## config.mk

```make
export PLATFORM = sky130hd
export DESIGN_NAME = dua_div
export DESIGN_NICKNAME = d
export VERILOG_FILES = /design/src/design/dua_pkg.sv /design/src/design/dua_div.sv
export SDC_FILE = /design/constraint.sdc
export NUM_CORES = 1
export LEC_CHECK = 0
export ABC_AREA = 0
export BUFFER_PORTS_ARGS = -buffer_cell sky130_fd_sc_hd__buf_2
export CAP_MARGIN = 20
export CELL_PAD_IN_SITES_DETAIL_PLACEMENT = 1
export CELL_PAD_IN_SITES_GLOBAL_PLACEMENT = 2
export CORE_ASPECT_RATIO = 1.25
export CORE_MARGIN = 2
export CORE_UTILIZATION = 36
export CTS_CLUSTER_DIAMETER = 200
export CTS_CLUSTER_SIZE = 8
export DETAILED_ROUTE_END_ITERATION = 8
export PLACE_DENSITY = 0.85
export RECOVER_POWER = 25
export SYNTH_ARGS = -nofsm -noshare
export SYNTH_HDL_FRONTEND = slang
export SYNTH_SLANG_ARGS = --single-unit
```

## constraint.sdc

```tcl
create_clock -name clk_i -period 4.1 [get_ports clk_i]
set_input_delay 0.41 -clock clk_i [delete_from_list [all_inputs] [get_ports clk_i]]
set_output_delay 0.41 -clock clk_i [all_outputs]
set_load 0.01 [all_outputs]
```

## src/design/dua_pkg.sv

```systemverilog
`timescale 1ns / 1ps
// ----------------------------------------------------------------------------
// dua_pkg
// Shared types, constants and the ln fraction table for the discounted UCB1
// arm picker.
// ----------------------------------------------------------------------------
package dua_pkg;

  localparam int NumArmsDef     = 4;
  localparam int RandomArmDef   = 0;
  localparam int FallbackArmDef = 1;
  localparam int MaskArms       = 4;

  localparam int PullsW  = 15;
  localparam int RewardW = 56;
  localparam int TotalW  = 35;

  localparam int DivNumW = 88;
  localparam int DivDenW = 64;
  localparam int DivCntW = 7;
  localparam int SqrtW   = 64;
  localparam int RootW   = 32;

  localparam int CfgIdxW  = 3;
  localparam int CfgDataW = 16;

  localparam logic [31:0]        Ln2Q24      = 32'd11629080;
  localparam logic [24:0]        ExploreCQ24 = 25'd23726566;
  localparam logic [15:0]        EmaScale    = 16'd1000;
  localparam logic [1:0]         EcModeFold  = 2'd2;
  localparam logic [PullsW-1:0]  PullsMax    = '1;
  localparam logic [RewardW-1:0] RewardMax   = '1;

  typedef struct packed {
    logic [3:0]  arm;
    logic [1:0]  reason;
    logic [31:0] edge_calls;
    logic [31:0] edge_bits;
    logic [31:0] new_constants;
    logic [31:0] transition_now;
    logic [31:0] transition_start;
  } item_t;

  typedef struct packed {
    logic [3:0] next_arm;
    logic [1:0] next_reason;
    logic       recorded;
  } result_t;

  typedef enum logic [1:0] {
    RSN_UCB, RSN_RR, RSN_COLD, RSN_PLATEAU
  } reason_e;

  typedef enum logic [2:0] {
    CFG_RR_MODE, CFG_EC_MODE, CFG_TRANS_COMB, CFG_CMP_DIV,
    CFG_TRANS_DIV, CFG_EDGE_DIV, CFG_POOL_EMPTY, CFG_ELIG_MASK
  } cfg_reg_e;

  typedef enum logic [4:0] {
    ST_IDLE, ST_TERM, ST_TERM_W, ST_DK_RD, ST_DK_P, ST_DK_PW, ST_DK_R, ST_DK_RW,
    ST_PICK, ST_S1_RD, ST_S1_CHK, ST_S1_W, ST_LN, ST_S2_RD, ST_S2_CHK, ST_S2_MW,
    ST_S2_X, ST_S2_XW, ST_S2_Q, ST_S2_QW, ST_S2_SW, ST_S2_SC, ST_S2_FIN, ST_OUT
  } state_e;

  typedef logic [255:0][23:0] ln_tab_t;

  // shift-subtract divide, only used to build constants
  function automatic logic [63:0] udiv64_f(input logic [63:0] a, input logic [63:0] b);
    logic [63:0] q;
    logic [64:0] r;
    q = '0;
    r = '0;
    for (int i = 63; i >= 0; i--) begin
      r = {r[63:0], a[i]};
      if (r >= {1'b0, b}) begin
        r = r - {1'b0, b};
        q[i] = 1'b1;
      end
    end
    return q;
  endfunction

  // round(ln(1 + idx/256) * 2^24) through 2*atanh(idx/(512+idx))
  function automatic logic [23:0] ln_entry_f(input logic [7:0] idx);
    logic [63:0] y;
    logic [63:0] y2;
    logic [63:0] term;
    logic [63:0] acc;
    y    = udiv64_f({26'b0, idx, 30'b0}, 64'd512 + {56'b0, idx});
    y2   = (y * y) >> 30;
    term = y;
    acc  = '0;
    for (int j = 0; j < 32; j++) begin
      if (term != '0) begin
        acc  = acc + udiv64_f(term, 64'(2 * j + 1));
        term = (term * y2) >> 30;
      end
    end
    return 24'(((acc << 1) + 64'd32) >> 6);
  endfunction

  function automatic ln_tab_t ln_tab_build_f();
    ln_tab_t t;
    for (int i = 0; i < 256; i++) begin
      t[i] = ln_entry_f(8'(i));
    end
    return t;
  endfunction

  localparam ln_tab_t LnTab = ln_tab_build_f();
  // lnq(1000): leading one at 9, fraction bits 244
  localparam logic [31:0] Ln1000Q24 = 32'(9 * 11629080) + 32'(LnTab[244]);

endpackage

```

## src/design/dua_div.sv

```systemverilog
`timescale 1ns / 1ps
// ----------------------------------------------------------------------------
// dua_div
// Restoring divider, one quotient bit per cycle. The dividend comes in
// left aligned; iters_i sets how many of its top bits are used.
// ----------------------------------------------------------------------------
module dua_div import dua_pkg::*; (
  input  logic               clk_i,
  input  logic               rst_ni,
  input  logic               start_i,
  input  logic [DivNumW-1:0] num_i,
  input  logic [DivDenW-1:0] den_i,
  input  logic [DivCntW-1:0] iters_i,
  output logic               done_o,
  output logic [DivNumW-1:0] quot_o
);

  logic [DivNumW-1:0] num_q;
  logic [DivDenW-1:0] den_q;
  logic [DivDenW-1:0] rem_q;
  logic [DivNumW-1:0] quot_q;
  logic [DivCntW-1:0] cnt_q;
  logic               run_q;
  logic               done_q;
  logic [DivDenW:0]   shifted;
  logic [DivDenW:0]   diff;
  logic               ge;

  assign shifted = {rem_q, num_q[DivNumW-1]};
  assign diff    = shifted - {1'b0, den_q};
  assign ge      = shifted >= {1'b0, den_q};

  always_ff @(posedge clk_i or negedge rst_ni) begin
    if (!rst_ni) begin
      run_q  <= 1'b0;
      done_q <= 1'b0;
      cnt_q  <= '0;
    end else begin
      done_q <= run_q && (cnt_q == DivCntW'(1));
      if (start_i) begin
        run_q <= 1'b1;
        cnt_q <= iters_i;
      end else if (run_q) begin
        cnt_q <= cnt_q - DivCntW'(1);
        if (cnt_q == DivCntW'(1)) begin
          run_q <= 1'b0;
        end
      end
    end
  end

  always_ff @(posedge clk_i) begin
    if (start_i) begin
      num_q  <= num_i;
      den_q  <= den_i;
      rem_q  <= '0;
      quot_q <= '0;
    end else if (run_q) begin
      num_q  <= num_q << 1;
      rem_q  <= ge ? diff[DivDenW-1:0] : shifted[DivDenW-1:0];
      quot_q <= {quot_q[DivNumW-2:0], ge};
    end
  end

  assign done_o = done_q;
  assign quot_o = quot_q;

endmodule

```

==> results.toml <==
[die]
initial_core_util_pct = 36.3
io_pins = 251
core_sq_mm = 0.0439
die_h_microns = 239
dieArea_sq_mm = 0.0460
dieWidth_microns = 192
row_count = 86

[worst_setup_path]
worstSetupStartpoint = "num_q[87]"
critPathCaptureType = "flip-flop"
rr_endpoint = "rem_q[56]"
crit_path_end = "rem_q[56]"
reg2reg_from = "num_q[87]"
critical_path_required_ns = 4.59
worstSetupStartpointType = "flip-flop"
reg2reg_slack_ns = 0.35
worstPathArrival_ns = 4.24
crit_type = "flip-flop to flip-flop"
rr_worst_depth = 14
path_max_fanout = 4

[placed_design]
dpl_worst_slack_ns = 0.234
dp_hpwl_mm = 32.1
place.gp.congestion = 0.829
dpl_cell_area_sq_mm = 0.0178
dp_cells = 2324
io_buffers = 250

[grt]
antenna_found_initial = 15
grt_max_degree = 152
grt_pass1_wl_mm = 72.8
grt-ovfl-total = 0
grt_usage_pct = 19.8
grt_pass1_vias = 13900

[sta]
setup_viol = 0
hold_violations = 0
rsz0062_at_grt = "false"
min_period_ns = 3.75
max_slew_margin_pct = -75.1
fmax_mhz = 267
fin_ws_ns = 0.351
tightestPinTransition_ns = 2.63
maxSlewViolCount = 147
fin_crit_sh_pct = 91.5
tns_ns = 0
fin_hold_ws_ns = 0.0278
worst_clock_skew_ns = 0.0296

[power]
vdd_drop_max_mv = 0.452
power_density_mw_per_mm2 = 588
leakagePower_nw = 9.10

[logic_synthesis]
ys_dominant_reg_cell = "edfxtp_1"
postSynthAreaPerCell_sq_um = 10.2
ys_seq_area_share_pct = 49.1
ys_ff_latch = 313
syn-instance-count = 1562
synthArstFlopShare_pct = 2.88
syn-num-nets = 1791
synth_area_sq_mm = 0.0160
yosys_warnings = 0
synth_edf_count = 152
synth.distinct_cells = 70

[routing]
drt-pass1-iter-count = 4
drc = 0
first_iter_violations = 415
routed_via_density = 5.21
vias = 12780
antenna_left = 0
drt_wl_total_mm = 45.6
wl_per_cell_microns = 18.6

[cts]
cts_tree = "done"
cts_root_buffer = "clkbuf_16"
cts.sinks = 313
h-tree-depth = 2
post_cts_buffers = 0
worst_skew_pair.late_latency_ns = 0.58
cts_buffer_depth = 3
clk_pin_slew_ns = 0.06
cts_made_buffers = 45

[finish]
design_area_sq_mm = 0.0196
fillers = 4971
syn2layout_area_growth_pct = 23.1
post_layout_nonfiller_instances = 2455
fin_nets = 2079
final_layout_size_suffix_gt1_share_pct = 22.3

[run_status]
status = "complete, but fails checks"
failed_checks = "capacitance limit, slew limit"

[hold_path]
hold_class = "input pin to flip-flop"

[flow_run]
cap_viol_max_count = 2
[registers in the layout, indices dropped and copies added, names as in the netlist]
signal	cells
num_q	88
quot_o	88
run_q	1
done_o	1
rem_q	64
cnt_q	7
den_q	64
[worst max-delay path, cell delays in order, from the launching register on]
cell	delay (ns)
edfxtp_1	0.34
inv_1	0.05
ha_1	0.21
fa_1	0.38
nor2b_1	0.20
o31a_1	0.21
buf_4	0.15
o2111a_1	0.23
o21bai_1	0.11
a21oi_1	0.27
o21ai_1	0.23
o31ai_1	0.49
a21oi_1	0.15
or4_1	0.43
a311oi_2	0.24
[routing by layer]
metal	GRT usage [%]	wire [microns]	vias to the layer above
li1	-	-	6192
met1	22.3	18500	6178
met2	35.2	22700	291
met3	6.05	2930	103
met4	6.62	1370	16
met5	0	92	-
[cell usage after synthesis (all sizes together) (8+ instances only)]
cell type	n	area share [%]
a211oi	46	2.2
a21o	25	1.2
a21oi	112	3.5
a31oi	10	0.39
buf	22	0.56
clkbuf	57	1.3
dfrtp	9	1.4
dfxtp	152	19
edfxtp	152	29
ha	66	5.2
inv	81	1.9
mux2	87	6.1
mux2i	109	6.8
nand2	98	2.3
nand2b	14	0.60
nand3	16	0.50
nand4	17	0.67
nor2	211	5.0
nor2b	8	0.31
nor3	22	0.69
o21a	12	0.56
o21ai	68	2.1
o21bai	11	0.52
xnor2	34	1.9
xor2	23	1.3
[layout make-up]
class,instances,area [sq um],share of cell area [%]
Antenna cell,5,12.5,0.0637
Clock buffer,71,1220,6.23
Clock inverter,4,75.1,0.382
Inverter,81,305,1.55
Tap cell,572,716,3.64
Multi-Input combinational cell,1089,7540,38.4
Sequential cell,313,7830,39.9
Timing Repair Buffer,320,1940,9.88
[cells by family after synthesis]
group	share of synthesized area [%]
xor+xnor	3.13
fa+ha+maj	5.30
simple gates	11.8
buf+inv	3.82
compound gates	13.9
flops	49.1
mux	13.0
[report_power, final]
| part | total [mW] | internal (mW) | switching (mW) |
|---|---|---|---|
| clock | 3.49 | 2.05 | 1.44 |
| sequential | 4.04 | 3.74 | 0.293 |
| combinational | 4.04 | 1.66 | 2.37 |
[metrics by stage]
| step | utilization (%) | power (mW) |
|---|---|---|
| after floorplan | - | 6.98 |
| after global placement | 40.6 | 7.96 |
| after detailed placement | 40.6 | 8.06 |
| after CTS | 44.8 | 11.7 |
| after global routing | 44.7 | 12.3 |
| final | 44.8 | 11.6 |
[worst min-delay path by stage]
stage                   start   endpoint  slack [ns]  cells past startpoint
CTS                 den_i[39]  den_q[39]     0.00001                      1
global route        den_i[44]  den_q[44]      0.0004                      1
finish              den_i[39]  den_q[39]        0.03                      1
global placement       rst_ni   cnt_q[5]        0.27                      1
floorplan              rst_ni   cnt_q[0]        0.11                      0
detailed placement     rst_ni   cnt_q[5]        0.28                      1
[repair_timing]
item,CTS,global route
resized for setup,0,2
setup endpoints to repair,0,4
hold endpoints to repair,59,0
hold buffers,51,0
[cells in the final DEF, fill, tap and decap left out, types with 5 or more instances in the layout]
cell and count:
and3_1 7, buf_4 14, o21a_1 12, clkbuf_16 45, dlygate4sd3_1 51, a21o_1 25, a211o_1 5, inv_1 80
nand2_1 98, nand2b_1 13, a21oi_1 112, nand3_1 16, or3_1 6, a22o_1 5, clkbuf_1 30, dfxtp_1 152
a31oi_1 9, nor2_1 211, mux2i_1 109, xnor2_1 34, ha_1 66, a211oi_1 44, nor2b_1 8, mux2_2 87
xor2_1 23, o211ai_1 7, o21ai_0 65, nor3_1 22, nand4_1 17, o31ai_1 5, edfxtp_1 152, dfrtp_1 9
buf_2 246, o21bai_1 11, nor4_1 6, diode_2 5
(Power assumes the default switching activity.)
