<file path="config.mk">
export PLATFORM = sky130hd
export DESIGN_NAME = dua_isqrt
export DESIGN_NICKNAME = d
export VERILOG_FILES = /design/src/design/dua_pkg.sv /design/src/design/dua_isqrt.sv
export SDC_FILE = /design/constraint.sdc
export NUM_CORES = 1
export LEC_CHECK = 0
export BUFFER_PORTS_ARGS = -buffer_cell sky130_fd_sc_hd__buf_4
export CELL_PAD_IN_SITES_DETAIL_PLACEMENT = 1
export CELL_PAD_IN_SITES_GLOBAL_PLACEMENT = 2
export CORE_MARGIN = 2
export CORE_UTILIZATION = 40
export CTS_CLUSTER_DIAMETER = 120
export DETAILED_ROUTE_END_ITERATION = 10
export PLACE_DENSITY = 0.95
export SLEW_MARGIN = 20
export SYNTH_ARGS = -nofsm -noshare
export SYNTH_HDL_FRONTEND = slang
export SYNTH_SLANG_ARGS = --single-unit
</file>
<file path="constraint.sdc">
create_clock -name clk_i -period 22.8 [get_ports clk_i]
set_input_delay 1.14 -clock clk_i [delete_from_list [all_inputs] [get_ports clk_i]]
set_output_delay 1.14 -clock clk_i [all_outputs]
set_load 0.01 [all_outputs]
</file>
<file path="src/design/dua_pkg.sv">
`timescale 1ns / 1ps
// ----------------------------------------------------------------------------
// dua_pkg
// Shared types, constants and the ln fraction table for the discounted UCB1
// arm picker.
// ----------------------------------------------------------------------------
package dua_pkg;

  localparam int NumArmsDef     = 4;
  localparam int RandomArmDef   = 0;
  localparam int FallbackArmDef = 1;
  localparam int MaskArms       = 4;

  localparam int PullsW  = 15;
  localparam int RewardW = 56;
  localparam int TotalW  = 35;

  localparam int DivNumW = 88;
  localparam int DivDenW = 64;
  localparam int DivCntW = 7;
  localparam int SqrtW   = 64;
  localparam int RootW   = 32;

  localparam int CfgIdxW  = 3;
  localparam int CfgDataW = 16;

  localparam logic [31:0]        Ln2Q24      = 32'd11629080;
  localparam logic [24:0]        ExploreCQ24 = 25'd23726566;
  localparam logic [15:0]        EmaScale    = 16'd1000;
  localparam logic [1:0]         EcModeFold  = 2'd2;
  localparam logic [PullsW-1:0]  PullsMax    = '1;
  localparam logic [RewardW-1:0] RewardMax   = '1;

  typedef struct packed {
    logic [3:0]  arm;
    logic [1:0]  reason;
    logic [31:0] edge_calls;
    logic [31:0] edge_bits;
    logic [31:0] new_constants;
    logic [31:0] transition_now;
    logic [31:0] transition_start;
  } item_t;

  typedef struct packed {
    logic [3:0] next_arm;
    logic [1:0] next_reason;
    logic       recorded;
  } result_t;

  typedef enum logic [1:0] {
    RSN_UCB, RSN_RR, RSN_COLD, RSN_PLATEAU
  } reason_e;

  typedef enum logic [2:0] {
    CFG_RR_MODE, CFG_EC_MODE, CFG_TRANS_COMB, CFG_CMP_DIV,
    CFG_TRANS_DIV, CFG_EDGE_DIV, CFG_POOL_EMPTY, CFG_ELIG_MASK
  } cfg_reg_e;

  typedef enum logic [4:0] {
    ST_IDLE, ST_TERM, ST_TERM_W, ST_DK_RD, ST_DK_P, ST_DK_PW, ST_DK_R, ST_DK_RW,
    ST_PICK, ST_S1_RD, ST_S1_CHK, ST_S1_W, ST_LN, ST_S2_RD, ST_S2_CHK, ST_S2_MW,
    ST_S2_X, ST_S2_XW, ST_S2_Q, ST_S2_QW, ST_S2_SW, ST_S2_SC, ST_S2_FIN, ST_OUT
  } state_e;

  typedef logic [255:0][23:0] ln_tab_t;

  // shift-subtract divide, only used to build constants
  function automatic logic [63:0] udiv64_f(input logic [63:0] a, input logic [63:0] b);
    logic [63:0] q;
    logic [64:0] r;
    q = '0;
    r = '0;
    for (int i = 63; i >= 0; i--) begin
      r = {r[63:0], a[i]};
      if (r >= {1'b0, b}) begin
        r = r - {1'b0, b};
        q[i] = 1'b1;
      end
    end
    return q;
  endfunction

  // round(ln(1 + idx/256) * 2^24) through 2*atanh(idx/(512+idx))
  function automatic logic [23:0] ln_entry_f(input logic [7:0] idx);
    logic [63:0] y;
    logic [63:0] y2;
    logic [63:0] term;
    logic [63:0] acc;
    y    = udiv64_f({26'b0, idx, 30'b0}, 64'd512 + {56'b0, idx});
    y2   = (y * y) >> 30;
    term = y;
    acc  = '0;
    for (int j = 0; j < 32; j++) begin
      if (term != '0) begin
        acc  = acc + udiv64_f(term, 64'(2 * j + 1));
        term = (term * y2) >> 30;
      end
    end
    return 24'(((acc << 1) + 64'd32) >> 6);
  endfunction

  function automatic ln_tab_t ln_tab_build_f();
    ln_tab_t t;
    for (int i = 0; i < 256; i++) begin
      t[i] = ln_entry_f(8'(i));
    end
    return t;
  endfunction

  localparam ln_tab_t LnTab = ln_tab_build_f();
  // lnq(1000): leading one at 9, fraction bits 244
  localparam logic [31:0] Ln1000Q24 = 32'(9 * 11629080) + 32'(LnTab[244]);

endpackage

</file>
<file path="src/design/dua_isqrt.sv">
`timescale 1ns / 1ps
// ----------------------------------------------------------------------------
// dua_isqrt
// Integer square root, one result bit per cycle (digit-by-digit method).
// ----------------------------------------------------------------------------
module dua_isqrt import dua_pkg::*; (
  input  logic             clk_i,
  input  logic             rst_ni,
  input  logic             start_i,
  input  logic [SqrtW-1:0] v_i,
  output logic             done_o,
  output logic [RootW-1:0] root_o
);

  logic [SqrtW-1:0] v_q;
  logic [SqrtW-1:0] res_q;
  logic [SqrtW-1:0] one_q;
  logic [5:0]       cnt_q;
  logic             run_q;
  logic             done_q;
  logic [SqrtW-1:0] trial;

  assign trial = res_q + one_q;

  always_ff @(posedge clk_i or negedge rst_ni) begin
    if (!rst_ni) begin
      run_q  <= 1'b0;
      done_q <= 1'b0;
      cnt_q  <= '0;
    end else begin
      done_q <= run_q && (cnt_q == 6'd1);
      if (start_i) begin
        run_q <= 1'b1;
        cnt_q <= 6'(SqrtW / 2);
      end else if (run_q) begin
        cnt_q <= cnt_q - 6'd1;
        if (cnt_q == 6'd1) begin
          run_q <= 1'b0;
        end
      end
    end
  end

  always_ff @(posedge clk_i) begin
    if (start_i) begin
      v_q   <= v_i;
      res_q <= '0;
      one_q <= SqrtW'(1) << (SqrtW - 2);
    end else if (run_q) begin
      if (v_q >= trial) begin
        v_q   <= v_q - trial;
        res_q <= (res_q >> 1) + one_q;
      end else begin
        res_q <= res_q >> 1;
      end
      one_q <= one_q >> 2;
    end
  end

  assign done_o = done_q;
  assign root_o = res_q[RootW-1:0];

endmodule

</file>
==> flow_summary.rst <==
.. list-table::
   :header-rows: 1

   * - Metric
     - Value
   * - Outcome
     - finished clean
   * - Clock transition at path regs
     - about 70 ps
   * - Post-synthesis area per instance
     - slightly below 8 µm²
   * - Number of buffers added for setup after CTS
     - 0
   * - Root Buffer
     - clkbuf_16
   * - Combined global-route utilization of all metal layers
     - 25.6%
   * - Average wire per standard cell
     - between 20 and 25 µm
   * - Number of instances in the synthesized netlist
     - ~2k
   * - Max Clk Rate
     - between 100 and 150 MHz
   * - Leakage power figure
     - about 6.8 nW
   * - Share of the synthesized area in the top cell type
     - roughly an eighth
   * - Post-Syn Nets
     - about 2.2k
   * - Num CTS Buffers
     - 17
   * - Slowest cell delay on critical path
     - about 650 ps
   * - Count of final hold-check violations
     - 0
   * - DIE HEIGHT
     - 202 µm
   * - Antenna diode instance count
     - 0
   * - Post-DP HPWL
     - 39,600 µm
   * - FF-to-FF path depth
     - 20
   * - Max-cap viol count
     - 0
   * - Cell count after placement
     - about 2.5k
   * - Maximum number of pins on one net before global-route repair
     - roughly 90
   * - Post-route clock skew
     - approximately 16 ps
   * - Ratio of cells with drive above 1 in the final layout
     - between 10% and 20%
   * - Total gr overflow
     - 0
   * - Min-Delay Path Class
     - input port to async pin
   * - Post-synthesis cell type with the largest combined area
     - dfxtp_1
   * - Slew margin rel.
     - between 30% and 40%
   * - # clock sinks
     - between 150 and 200
   * - Per-cell via count in the routed design
     - 6.01
   * - Max Buffers Root-to-Sink
     - 2
   * - Peak VDD IR
     - just over 0.1 mV
   * - Clock latency reported for the late side of the worst-skew pair
     - 470 ps
   * - Flip-flop cell with the highest count after synthesis
     - dfxtp_1
   * - NumNets Final
     - ~2.2k
   * - Pwr dens
     - 132 nW/µm²
   * - Drt total wl
     - about 52,000 µm
   * - Proportion of register bits with asynchronous set or reset after synthesis
     - roughly 4.8%
   * - Setup TNS Final
     - 0 ps
   * - Setup repair after global routing missed its margin
     - no
   * - Starting utilization of the core area
     - slightly above 40%
   * - Crit Path Category
     - register to register
   * - Period Utilization, post-route
     - a little under a third
   * - Pre-CTS setup slack
     - 15,940 ps
   * - Least-Margin Pin Slew
     - 966 ps
   * - Area grow syn2layout
     - 8.83%
   * - Number of flops mapped to enable cells by yosys
     - 64
   * - Critical R2R Launch
     - res_q[16]
   * - TritonCTS clock tree
     - built
   * - Number of pins exceeding their max-slew limit in the final report
     - 0
   * - Cell breakdown of the critical path
     - ha_1 -> a31o_2 -> or3_1 -> a211o_1 -> a31oi_1 -> o21ai_1 -> a31oi_1 -> nor3b_1 -> o21ai_0 -> xor2_1 -> ha_1 -> nand2_1 -> nor4_2 -> nand3_1 -> nor4_1 -> o311a_1 -> nor2_4 -> buf_4 -> o21ai_4 -> buf_4
   * - Non-Filler Cell Area, Final
     - 17,000 µm²
   * - Ranking of synthesized cells by area
     - dfxtp_1 (12%), edfxtp_1 (12%), ha_1 (11%), nand2_1 (6.0%), o21ai_0 (5.3%)
   * - Antenna violations before repair
     - 0
   * - Fin crit period
     - about 7000 ps
   * - Maximum fanout count along the critical path
     - 66
   * - Ports placed on the boundary
     - 100
   * - Hold-fix buffers, CTS
     - 0
   * - Routability-driven placement congestion ratio
     - between 0.9 and 1
   * - Minimum setup slack in the final design
     - 15,860 ps
   * - Number of nets still failing antenna checks after routing
     - 0
   * - Sequential-to-total area share from yosys stat
     - 25.8%
   * - Register-to-register path setup slack
     - around 16,000 ps
   * - Number of warning messages in the yosys log
     - 0
   * - Count of port buffers added during placement
     - approximately 100
   * - Core region area
     - between 30,000 and 40,000 µm²
   * - Number of gates resized after cts
     - 0
   * - Residual DRC
     - 0
   * - CP arrival
     - about 7000 ps
   * - Synthesis-stage register bit count
     - 168
   * - Post-Layout Cell Count
     - ~2.5k
   * - Kind of launch point of the worst setup path
     - register
   * - Initial detailed-routing violation count
     - just under 1k
   * - Layout fillers
     - roughly 4.7k
   * - Pre-Repair DR Iteration Count
     - 5
   * - Die area
     - slightly above 40,000 µm²
   * - Total of endpoints with negative setup slack in the final report
     - 0
   * - Cell area after technology mapping
     - 15,700 µm²
   * - Count of unique library cells instantiated by Yosys
     - 90
   * - Max H-tree Level
     - 4
   * - Width of the die
     - between 200 and 250 µm
   * - Wire length of the first global-routing pass
     - ~84,000 µm
   * - Count of vias placed by the detailed router
     - 15.1k
   * - Capture instance of the worst register-to-register path
     - v_q[53]
   * - Post-placement cell area
     - 16,500 µm²
   * - Crit path max-delay cell type
     - buf_4
   * - Capturing element type of the critical path
     - register
   * - Required time worst endpoint
     - 22,880 ps
   * - Via count of the first global-routing pass
     - 15.3k
   * - FP Rows
     - between 70 and 80
-- worst max-delay path: cells and delay by family, from the launching register on --
kind / cells / cell delay [ps]
adder cells (fa/ha/maj): 2 / 780
AO/OA/AOI/OAI: 8 / 2460
flip-flops: 1 / 460
AND/OR/NAND/NOR: 7 / 1520
buffers and inverters: 2 / 990
XOR/XNOR: 1 / 130
-- synth_stat cells, types with 29 or more instances --
| master | n |
|---|---|
| o21bai_1 | 32 |
| a211oi_1 | 35 |
| dfxtp_1 | 96 |
| a21oi_1 | 143 |
| ha_1 | 132 |
| nand4_1 | 41 |
| inv_1 | 39 |
| a31oi_1 | 52 |
| nor2_1 | 199 |
| nor3_1 | 29 |
| buf_4 | 33 |
| nand3_1 | 30 |
| mux2i_1 | 43 |
| a21o_1 | 39 |
| xor2_1 | 75 |
| o21ai_0 | 165 |
| xnor2_1 | 77 |
| edfxtp_1 | 64 |
| nand2_1 | 250 |
| clkbuf_1 | 79 |
-- state kept, by name, summed over array words and instances, names as in the netlist --
name	count
cnt_q	6
v_q	64
done_o	1
one_q	32
run_q	1
res_q	64
-- cells in the final DEF (no fill, tap or decap), types with 6 or more instances in the layout --
cell type and count:
nand2_1 250, nor2_1 198, o21ai_0 164, a21oi_1 143
ha_1 132, buf_4 107, dfxtp_1 96, xnor2_1 77
xor2_1 75, edfxtp_1 64, a31oi_1 52, mux2i_1 43
nand4_1 41, a21o_1 39, inv_1 39, a211oi_1 35
o21bai_1 32, nand3_1 30, nor3_1 29, o31ai_1 22
or3_1 18, clkbuf_16 17, and3_1 16, nor4_1 16
nand2b_1 15, a31o_2 14, o21a_1 14, a311oi_1 14
o211ai_1 13, and2_1 12, nor2b_1 12, o21ai_1 10
a211o_1 8, or2_2 8, dfrtp_1 7, o22ai_1 6
mux2_2 6
-- logic make-up (layout without fill, tap and decap cells) --
group,count (synthesis),in the layout,synth area share [%]
XOR/XNOR,152,152,8.50
AO/OA/AOI/OAI,638,638,26.8
adder cells (fa/ha/maj),133,133,10.7
flip-flops,168,168,25.8
multiplexers,50,50,3.28
AND/OR/NAND/NOR,677,677,19.9
buffers and inverters,173,179,5.10
-- how the worst max path moves through the flow --
stage / startpoint / end / slack (ps) / cells past startpoint
3_5_place_dp: res_q[16] / v_q[0] / 15940 / 20
2_1_floorplan: res_q[16] / v_q[0] / 13210 / 20
3_3_place_gp: res_q[16] / v_q[28] / 16210 / 20
5_1_grt: res_q[16] / v_q[8] / 15320 / 20
6_report: res_q[16] / v_q[53] / 15860 / 20
4_1_cts: res_q[16] / v_q[13] / 15930 / 20
-- cell type report --
type / instances / area (µm²) / area share (%)
tap: 518 / 648 / 3.80
timing repair buffer: 108 / 815 / 4.78
inverter: 39 / 146 / 0.859
clock inverter: 14 / 120 / 0.705
clock buffer: 18 / 429 / 2.52
multi-input combinational: 1650 / 10800 / 63.6
sequential: 168 / 4050 / 23.8
-- layer usage --
| metal | GRT usage, % | share of wire, % | up-vias |
|---|---|---|---|
| met5 | 0 | 0 | - |
| met4 | 8.48 | 2.7 | 0 |
| met3 | 3.50 | 4.4 | 66 |
| met2 | 41.0 | 45 | 339 |
| met1 | 35.5 | 48 | 7406 |
| li1 | - | - | 7293 |
-- where the power goes --
group	internal (mW)	switching, mW
Sequential	0.443	0.0993
Clock	0.151	0.142
Combinational	0.530	0.886
-- metrics by stage --
stage | hold WS (ps) | power [mW] | utilization [%]
after floorplan | 478 | 1.56 | -
after global placement | 504 | 1.89 | 42.7
after detailed placement | 508 | 1.93 | 42.7
after CTS | 467 | 2.24 | 44.1
after global routing | 473 | 2.43 | 44.1
final | 475 | 2.25 | 44.1
Note: power is estimated with default switching activity, not from simulation.
